## src/sv/adsr_envelope_generator_assert.svh

```systemverilog
// assertion macros shared by the envelope generator rtl
`ifndef ADSR_ENVELOPE_GENERATOR_ASSERT_SVH
`define ADSR_ENVELOPE_GENERATOR_ASSERT_SVH

// property that must hold at every clock edge outside reset
`define ADSR_ASSERT(lbl, prop, msg) \
    lbl: assert property (@(posedge clk) disable iff (!rst_n) (prop)) else $error(msg);

// condition that must never be seen outside reset
`define ADSR_NEVER(lbl, cond, msg) \
    lbl: assert property (@(posedge clk) disable iff (!rst_n) !(cond)) else $error(msg);

`endif

```

## src/sv/adsr_pkg.sv

```systemverilog
package adsr_pkg;

    // default width of the phase length registers
    localparam int LEN_WIDTH_DEF = 16;

    // quotient of one level computation, and its bit counter
    localparam int QUOT_WIDTH = 8;
    localparam int QBIT_WIDTH = $clog2(QUOT_WIDTH);

    // divider status seen by the sequencer
    typedef struct packed {
        logic busy;
        logic done;
    } div_stat_t;

endpackage

```

## src/sv/adsr_div.sv

```systemverilog
module adsr_div
    import adsr_pkg::*;
#(
    parameter int LEN_WIDTH = LEN_WIDTH_DEF
)
(
    input  logic                              clk,
    input  logic                              rst_n,
    input  logic                              start,
    input  logic [LEN_WIDTH+QUOT_WIDTH-1:0]   num,
    input  logic [LEN_WIDTH-1:0]              den,
    output div_stat_t                         stat,
    output logic [QUOT_WIDTH-1:0]             quot
);

    localparam int NUM_WIDTH = LEN_WIDTH + QUOT_WIDTH;

    logic [NUM_WIDTH-1:0]  rem_reg, rem_next;
    logic [LEN_WIDTH-1:0]  den_reg, den_next;
    logic [QUOT_WIDTH-1:0] quot_reg, quot_next;
    logic [QBIT_WIDTH-1:0] bit_reg, bit_next;
    logic                  busy_reg, busy_next;
    logic                  done_reg, done_next;
    logic [NUM_WIDTH-1:0]  den_shift;
    logic                  fits;

    // one compare and subtract per cycle, msb of the quotient first
    assign den_shift = NUM_WIDTH'(den_reg) << bit_reg;
    assign fits      = (rem_reg >= den_shift);

    always_comb
    begin
        rem_next  = rem_reg;
        den_next  = den_reg;
        quot_next = quot_reg;
        bit_next  = bit_reg;
        busy_next = busy_reg;
        done_next = 1'b0;
        if (start)
        begin
            rem_next  = num;
            den_next  = den;
            quot_next = '0;
            bit_next  = QBIT_WIDTH'(QUOT_WIDTH - 1);
            busy_next = 1'b1;
        end
        else if (busy_reg)
        begin
            if (fits)
            begin
                rem_next           = rem_reg - den_shift;
                quot_next[bit_reg] = 1'b1;
            end
            if (bit_reg == '0)
            begin
                busy_next = 1'b0;
                done_next = 1'b1;
            end
            else
            begin
                bit_next = bit_reg - 1'b1;
            end
        end
    end

    // divider registers
    always_ff @(posedge clk or negedge rst_n)
    begin
        if (!rst_n)
        begin
            busy_reg <= 1'b0;
            done_reg <= 1'b0;
            bit_reg  <= '0;
        end
        else
        begin
            busy_reg <= busy_next;
            done_reg <= done_next;
            bit_reg  <= bit_next;
        end
    end

    always_ff @(posedge clk)
    begin
        rem_reg  <= rem_next;
        den_reg  <= den_next;
        quot_reg <= quot_next;
    end

    assign stat.busy = busy_reg;
    assign stat.done = done_reg;
    assign quot      = quot_reg;

endmodule

```

## src/sv/adsr_envelope_generator.sv

```systemverilog
// channel   | handshake           | payload
// ----------+---------------------+---------------------------------
// request   | req_valid/req_stall | restart
// result    | res_valid/res_stall | amplitude, segment, last
// config    | apb psel/penable    | paddr 4*i, pwdata (length regs)
//
// a request goes from acceptance through ST_SKIP, which steps past finished
// or empty phases, ST_DIV, which waits on the compare/subtract divider, and
// ST_OUT, which loads the output register; it goes straight to ST_OUT when every length is zero.
// req_stall is high from acceptance until the result is handed to the output
// register; a result may wait there while the next request is worked on.
// rst_n clears lengths, phase and index and leaves no result pending.
`include "adsr_envelope_generator_assert.svh"

module adsr_envelope_generator
    import adsr_pkg::*;
#(
    parameter int LEN_WIDTH = LEN_WIDTH_DEF
)
(
    input  logic        clk,
    input  logic        rst_n,
    input  logic        psel,
    input  logic        penable,
    input  logic        pwrite,
    input  logic [3:0]  paddr,
    input  logic [31:0] pwdata,
    output logic [31:0] prdata,
    output logic        pready,
    input  logic        req_valid,
    output logic        req_stall,
    input  logic        restart,
    output logic        res_valid,
    input  logic        res_stall,
    output logic [7:0]  amplitude,
    output logic [1:0]  segment,
    output logic        last
);

    localparam int NUM_WIDTH = LEN_WIDTH + QUOT_WIDTH;

    localparam logic [1:0] REG_ATTACK  = 2'd0;
    localparam logic [1:0] REG_DECAY   = 2'd1;
    localparam logic [1:0] REG_SUSTAIN = 2'd2;
    localparam logic [1:0] REG_RELEASE = 2'd3;

    localparam logic [7:0] LEVEL_PEAK    = 8'd255;
    localparam logic [7:0] LEVEL_SUSTAIN = 8'd128;

    typedef enum logic [1:0] {
        SEG_ATTACK,
        SEG_DECAY,
        SEG_SUSTAIN,
        SEG_RELEASE
    } seg_t;

    typedef enum logic [1:0] {
        ST_IDLE,
        ST_SKIP,
        ST_DIV,
        ST_OUT
    } state_t;

    state_t               state_reg, state_next;
    seg_t                 phase_reg, phase_next;
    logic [LEN_WIDTH-1:0] idx_reg, idx_next;
    logic [LEN_WIDTH-1:0] atk_len_reg, dec_len_reg, sus_len_reg, rel_len_reg;
    logic [7:0]           amp_pend_reg, amp_pend_next;
    seg_t                 seg_pend_reg, seg_pend_next;
    logic                 last_pend_reg, last_pend_next;
    logic                 res_valid_reg, res_valid_next;
    logic [7:0]           amplitude_reg, amplitude_next;
    logic [1:0]           segment_reg, segment_next;
    logic                 last_reg, last_next;

    logic                 cfg_write;
    logic                 req_accept;
    logic                 all_zero;
    logic [LEN_WIDTH-1:0] cur_len;
    logic                 later_nonzero;
    logic                 idx_fits;
    logic                 idx_at_end;
    logic                 div_start;
    logic [NUM_WIDTH-1:0] div_num;
    div_stat_t            div_stat;
    logic [7:0]           div_quot;
    logic [7:0]           level;

    // configuration port
    assign pready    = 1'b1;
    assign cfg_write = psel && penable && pwrite && pready;

    always_comb
    begin
        unique case (paddr[3:2])
            REG_ATTACK:  prdata = 32'(atk_len_reg);
            REG_DECAY:   prdata = 32'(dec_len_reg);
            REG_SUSTAIN: prdata = 32'(sus_len_reg);
            REG_RELEASE: prdata = 32'(rel_len_reg);
            default:     prdata = '0;
        endcase
    end

    always_ff @(posedge clk or negedge rst_n)
    begin
        if (!rst_n)
        begin
            atk_len_reg <= '0;
            dec_len_reg <= '0;
            sus_len_reg <= '0;
            rel_len_reg <= '0;
        end
        else if (cfg_write)
        begin
            unique case (paddr[3:2])
                REG_ATTACK:  atk_len_reg <= pwdata[LEN_WIDTH-1:0];
                REG_DECAY:   dec_len_reg <= pwdata[LEN_WIDTH-1:0];
                REG_SUSTAIN: sus_len_reg <= pwdata[LEN_WIDTH-1:0];
                REG_RELEASE: rel_len_reg <= pwdata[LEN_WIDTH-1:0];
                default:     ;
            endcase
        end
    end

    // length of the current phase and whether a later phase is nonempty
    always_comb
    begin
        unique case (phase_reg)
            SEG_ATTACK:
            begin
                cur_len       = atk_len_reg;
                later_nonzero = (dec_len_reg != '0) || (sus_len_reg != '0) ||
                                (rel_len_reg != '0);
            end
            SEG_DECAY:
            begin
                cur_len       = dec_len_reg;
                later_nonzero = (sus_len_reg != '0) || (rel_len_reg != '0);
            end
            SEG_SUSTAIN:
            begin
                cur_len       = sus_len_reg;
                later_nonzero = (rel_len_reg != '0);
            end
            SEG_RELEASE:
            begin
                cur_len       = rel_len_reg;
                later_nonzero = 1'b0;
            end
            default:
            begin
                cur_len       = '0;
                later_nonzero = 1'b0;
            end
        endcase
    end

    assign all_zero   = (atk_len_reg == '0) && (dec_len_reg == '0) &&
                        (sus_len_reg == '0) && (rel_len_reg == '0);
    assign idx_fits   = (idx_reg < cur_len);
    assign idx_at_end = ((LEN_WIDTH+1)'(idx_reg) + 1'b1) == (LEN_WIDTH+1)'(cur_len);

    // scaled index: idx*255 for attack, idx*128 for the falling ramps
    assign div_num = (phase_reg == SEG_ATTACK)
                   ? ({idx_reg, 8'h00} - NUM_WIDTH'(idx_reg))
                   : NUM_WIDTH'({idx_reg, 7'h00});
    assign div_start = (state_reg == ST_SKIP) && idx_fits;

    adsr_div #(
        .LEN_WIDTH (LEN_WIDTH)
    ) u_div (
        .clk   (clk),
        .rst_n (rst_n),
        .start (div_start),
        .num   (div_num),
        .den   (cur_len),
        .stat  (div_stat),
        .quot  (div_quot)
    );

    // level of the sample from the quotient
    always_comb
    begin
        unique case (phase_reg)
            SEG_ATTACK:  level = div_quot;
            SEG_DECAY:   level = LEVEL_PEAK - div_quot;
            SEG_SUSTAIN: level = LEVEL_SUSTAIN;
            SEG_RELEASE: level = LEVEL_SUSTAIN - div_quot;
            default:     level = '0;
        endcase
    end

    assign req_accept = req_valid && !req_stall;

    // sequencer next state
    always_comb
    begin
        state_next     = state_reg;
        phase_next     = phase_reg;
        idx_next       = idx_reg;
        amp_pend_next  = amp_pend_reg;
        seg_pend_next  = seg_pend_reg;
        last_pend_next = last_pend_reg;
        res_valid_next = res_valid_reg && res_stall;
        amplitude_next = amplitude_reg;
        segment_next   = segment_reg;
        last_next      = last_reg;
        unique case (state_reg)
            ST_IDLE:
            begin
                if (req_accept)
                begin
                    if (restart || all_zero)
                    begin
                        phase_next = SEG_ATTACK;
                        idx_next   = '0;
                    end
                    if (all_zero)
                    begin
                        amp_pend_next  = '0;
                        seg_pend_next  = SEG_ATTACK;
                        last_pend_next = 1'b1;
                        state_next     = ST_OUT;
                    end
                    else
                    begin
                        state_next = ST_SKIP;
                    end
                end
            end
            ST_SKIP:
            begin
                // step past finished or empty phases, one per cycle
                if (idx_fits)
                begin
                    state_next = ST_DIV;
                end
                else
                begin
                    phase_next = seg_t'(phase_reg + 2'd1);
                    idx_next   = '0;
                end
            end
            ST_DIV:
            begin
                if (div_stat.done)
                begin
                    amp_pend_next  = level;
                    seg_pend_next  = phase_reg;
                    last_pend_next = idx_at_end && !later_nonzero;
                    if (idx_at_end)
                    begin
                        phase_next = seg_t'(phase_reg + 2'd1);
                        idx_next   = '0;
                    end
                    else
                    begin
                        idx_next = idx_reg + 1'b1;
                    end
                    state_next = ST_OUT;
                end
            end
            ST_OUT:
            begin
                if (!res_valid_reg || !res_stall)
                begin
                    res_valid_next = 1'b1;
                    amplitude_next = amp_pend_reg;
                    segment_next   = seg_pend_reg;
                    last_next      = last_pend_reg;
                    state_next     = ST_IDLE;
                end
            end
            default:
            begin
                state_next = ST_IDLE;
            end
        endcase
    end

    // sequencer state and result register
    always_ff @(posedge clk or negedge rst_n)
    begin
        if (!rst_n)
        begin
            state_reg     <= ST_IDLE;
            phase_reg     <= SEG_ATTACK;
            idx_reg       <= '0;
            amp_pend_reg  <= '0;
            seg_pend_reg  <= SEG_ATTACK;
            last_pend_reg <= 1'b0;
            res_valid_reg <= 1'b0;
            amplitude_reg <= '0;
            segment_reg   <= '0;
            last_reg      <= 1'b0;
        end
        else
        begin
            state_reg     <= state_next;
            phase_reg     <= phase_next;
            idx_reg       <= idx_next;
            amp_pend_reg  <= amp_pend_next;
            seg_pend_reg  <= seg_pend_next;
            last_pend_reg <= last_pend_next;
            res_valid_reg <= res_valid_next;
            amplitude_reg <= amplitude_next;
            segment_reg   <= segment_next;
            last_reg      <= last_next;
        end
    end

    assign req_stall = (state_reg != ST_IDLE);
    assign res_valid = res_valid_reg;
    assign amplitude = amplitude_reg;
    assign segment   = segment_reg;
    assign last      = last_reg;

    // checks on the sequencer and the level computation
    `ADSR_ASSERT(a_idle_div_quiet, (state_reg == ST_IDLE) |-> !div_stat.busy,
        "divider busy while sequencer idle")
    `ADSR_ASSERT(a_div_in_range, div_start |-> (cur_len != '0),
        "division started on an empty phase")
    `ADSR_NEVER(a_release_level, res_valid_reg && (segment_reg == SEG_RELEASE) &&
        (amplitude_reg > LEVEL_SUSTAIN), "release level above sustain")
    `ADSR_NEVER(a_decay_level, res_valid_reg && (segment_reg == SEG_DECAY) &&
        (amplitude_reg < LEVEL_SUSTAIN), "decay level below sustain")

endmodule
```

## config.mk

```make
export PLATFORM = sky130hd
export DESIGN_NAME = adsr_envelope_generator
export DESIGN_NICKNAME = d
export VERILOG_FILES = /design/src/sv/adsr_pkg.sv /design/src/sv/adsr_div.sv /design/src/sv/adsr_envelope_generator.sv
export VERILOG_INCLUDE_DIRS = /design/src /design/src/sv
export SDC_FILE = /design/constraint.sdc
export NUM_CORES = 1
export LEC_CHECK = 0
export CAP_MARGIN = 20
export CORE_MARGIN = 2
export CORE_UTILIZATION = 55
export CTS_BUF_LIST = sky130_fd_sc_hd__clkbuf_2 sky130_fd_sc_hd__clkbuf_4 sky130_fd_sc_hd__clkbuf_8
export DETAILED_ROUTE_END_ITERATION = 16
export DONT_BUFFER_PORTS = 1
export PLACE_DENSITY_LB_ADDON = 0.05
export REMOVE_ABC_BUFFERS = 1
export SLEW_MARGIN = 20
export SYNTH_ARGS = -nofsm -noshare
export SYNTH_HDL_FRONTEND = slang
export SYNTH_SLANG_ARGS = --single-unit
```

## constraint.sdc

```tcl
create_clock -name clk -period 10.02 [get_ports clk]
set_clock_uncertainty 0.1 [all_clocks]
set_input_delay 0.501 -clock clk [delete_from_list [all_inputs] [get_ports clk]]
set_output_delay 0.501 -clock clk [all_outputs]
set_load 0.005 [all_outputs]
```

==> flow_metrics.env <==
export IMPL_cts_buffer_depth=2
export IMPL_drv_slew=0
export IMPL_cap_violations=0
export IMPL_drtAntennaViolNets=0
export IMPL_viasPerCell=6.40
export IMPL_hold_path_class="in2reg"
export IMPL_synth_seq_cells=160
export IMPL_setup_viol=0
export IMPL_overflow=0
export IMPL_synth_area_top_cells="dfrtp_1 25%, edfxtp_1 11%, mux2_2 7.7%"
export IMPL_synth_distinct_cells=82
export IMPL_grt_max_degree=113
export IMPL_grt_pass1_wl_um=48300
export IMPL_cts_made_buffers=17
export IMPL_place_gp_congestion=0.904
export IMPL_core_um2=20300
export IMPL_portBuffers=0
export IMPL_yosysMostFrequentCell="dfrtp_1"
export IMPL_synth_ff_type="dfrtp_1"
export IMPL_grt_usage_pct=28.4
export IMPL_clock_tree_root_cell="clkbuf_8"
export IMPL_fp_row_count=52
export IMPL_dp_slack_ns=4.06
export IMPL_cp_data_arrival_time_ns=6.80
export IMPL_leakage_nw=4.93
export IMPL_wl_per_cell_um=21.3
export IMPL_endpoint_kind="flip-flop"
export IMPL_ir_worst_vdd_mv=0.195
export IMPL_drive_above_1_share_pct=14.8
export IMPL_clk_latency_ns=0.48
export IMPL_wl_um=30200
export IMPL_finalHoldViolations=0
export IMPL_path_clk_slew_ns=0.10
export IMPL_fin_ws_ns=3.46
export IMPL_status="finished, final reports clean"
export IMPL_power_total_w=0.00461
export IMPL_syn_to_final_growth_pct=5.21
export IMPL_ys_async_sr_fraction_pct=70.0
export IMPL_fin_crit_sh_pct=65.5
export IMPL_max_freq_mhz=152
export IMPL_rsz0062_at_grt="no"
export IMPL_die_w_um=148
export IMPL_largest_register_ffs=24
export IMPL_clock_sinks=160
export IMPL_p_per_area_nw_per_um2=385
export IMPL_die_area_um2=21900
export IMPL_dr_pass1_iters=5
export IMPL_synth_edf_count=40
export IMPL_nNetsFinal=1238
export IMPL_die_h_um=148
export IMPL_worst_slew_pin_slew_ns=1.10
export IMPL_antenna_found_initial=0
export IMPL_dp_hpwl_um=21400
export IMPL_slew_headroom_pct=26.2
export IMPL_yosysWarnings=0
export IMPL_cp_start_kind="flip-flop"
export IMPL_crit_type="reg2reg"
export IMPL_diodes=0
export IMPL_drt_iter0_drc=730
export IMPL_synth_top_cell_by_area="dfrtp_1"
export IMPL_fillers=1808
export IMPL_ioPinCount=90
export IMPL_netlist_area_um2=11400
export IMPL_yosys_area_top_type_share_pct=24.6
export IMPL_cts_tree="done"
export IMPL_period_needed_ns=6.56
export IMPL_start_util_pct=56.1
export IMPL_syn_inst=1171
export IMPL_crit_path_max_fanout=60
export IMPL_drc=0
export IMPL_avgSynthCellArea_um2=9.72
export IMPL_vias=9055
export IMPL_ys_seq_area_share_pct=36.6
export IMPL_cp_required_ns=10.26
export IMPL_grt_pass1_vias=8667
export IMPL_fin_tns_setup_ns=0
export IMPL_synthTopCellsByCount="112 x dfrtp_1, 86 x nand2_1, 78 x mux2_2"
export IMPL_ctsHtreeMaxLevel=4
==> cell families after synthesis <==
family | synth area share, %
flops | 36.6
mux | 14.3
other cells | 0.0660
xor+xnor | 3.72
simple gates | 14.9
buf+inv | 5.85
compound gates | 17.7
fa+ha+maj | 6.86
==> metrics by stage <==
step                utilization [%]  cell area, µm²  cells  hold slack [ns]
CTS                            59.0           12000   1415           0.0448
finish                         59.0           12000   1415           0.0569
detailed placement             56.6           11500   1382            0.112
floorplan                         -           11000   1099            0.105
global placement               56.5           11500   1381            0.113
global route                   59.0           12000   1415           0.0466
==> final timing paths <==
check                                start                 to  slack [ns]  cells after the start
max in group asynchronous            rst_n        idx_reg[15]        8.81                      2
max                           phase_reg[0]  u_div.rem_reg[21]        3.46                     16
min reg2reg                amp_pend_reg[5]    amp_pend_reg[5]        0.38                      2
min in group asynchronous            rst_n       state_reg[0]        0.50                      2
min                              res_stall          res_valid        0.06                      1
max reg2reg                   phase_reg[0]  u_div.rem_reg[21]        3.46                     16
==> final cells by class <==
type	count	area, µm²	share of cell area, %
tap	270	338	2.82
inverter	63	236	1.97
sequential	160	4160	34.8
clock inverter	14	215	1.80
timing repair buffer	15	133	1.11
multi-input combinational	876	6650	55.6
clock buffer	17	234	1.95
==> cell usage in the layout, fill, tap and decap left out, types with 7 or more instances in the layout <==
master and n:
conb_1 17, o31ai_1 10, o211ai_1 7, xnor2_1 27, nand3_1 33, xor2_1 11
mux2i_1 28, o22ai_1 17, dfxtp_1 8, a211oi_1 12, nand2_1 86, a21o_1 13
and2_1 8, dfrtp_1 112, nor3_1 29, ha_1 59, a222oi_1 15, nand4_1 26
nor2_1 52, mux4_2 21, or3_1 9, o21ai_0 62, edfxtp_1 40, a21boi_0 7
clkbuf_8 17, mux2_2 78, nand2b_1 18, buf_4 12, nor2b_1 22, a21oi_1 76
inv_1 59, nor4_1 22
==> layer usage <==
| layer | GRT usage [%] | share of wire [%] | routed length [µm] |
|---|---|---|---|
| met5 | 0 | 0 | 0 |
| met4 | 7.86 | 1.9 | 559 |
| met3 | 3.89 | 6.0 | 1800 |
| met2 | 42.1 | 44 | 13300 |
| met1 | 43.5 | 48 | 14500 |
==> worst max-delay path: stages (launching register included) <==
cell       delay, ns
dfrtp_1         0.41
inv_1           0.14
ha_2            0.18
buf_4           0.51
clkinv_1        1.07
a21oi_1         0.77
inv_1           0.09
ha_1            0.32
a2111oi_0       0.36
o21ai_0         0.14
a211oi_1        0.44
o221ai_4        0.19
inv_1           0.59
buf_4           0.43
o21ai_0         0.14
a21oi_1         0.39
a21o_1          0.13
==> what timing repair did <==
action	in CTS	in global routing
gates resized for setup	0	0
endpoints found under the hold margin	112	0
hold buffers	2	0
setup endpoints to repair	0	0
setup buffers	0	0
==> where the power goes <==
part | internal, W | switching [W]
registers | 0.000995 | 0.000178
clock network | 0.000280 | 0.000276
logic | 0.00116 | 0.00171
total | 0.00244 | 0.00217
(Power assumes the default switching activity.)
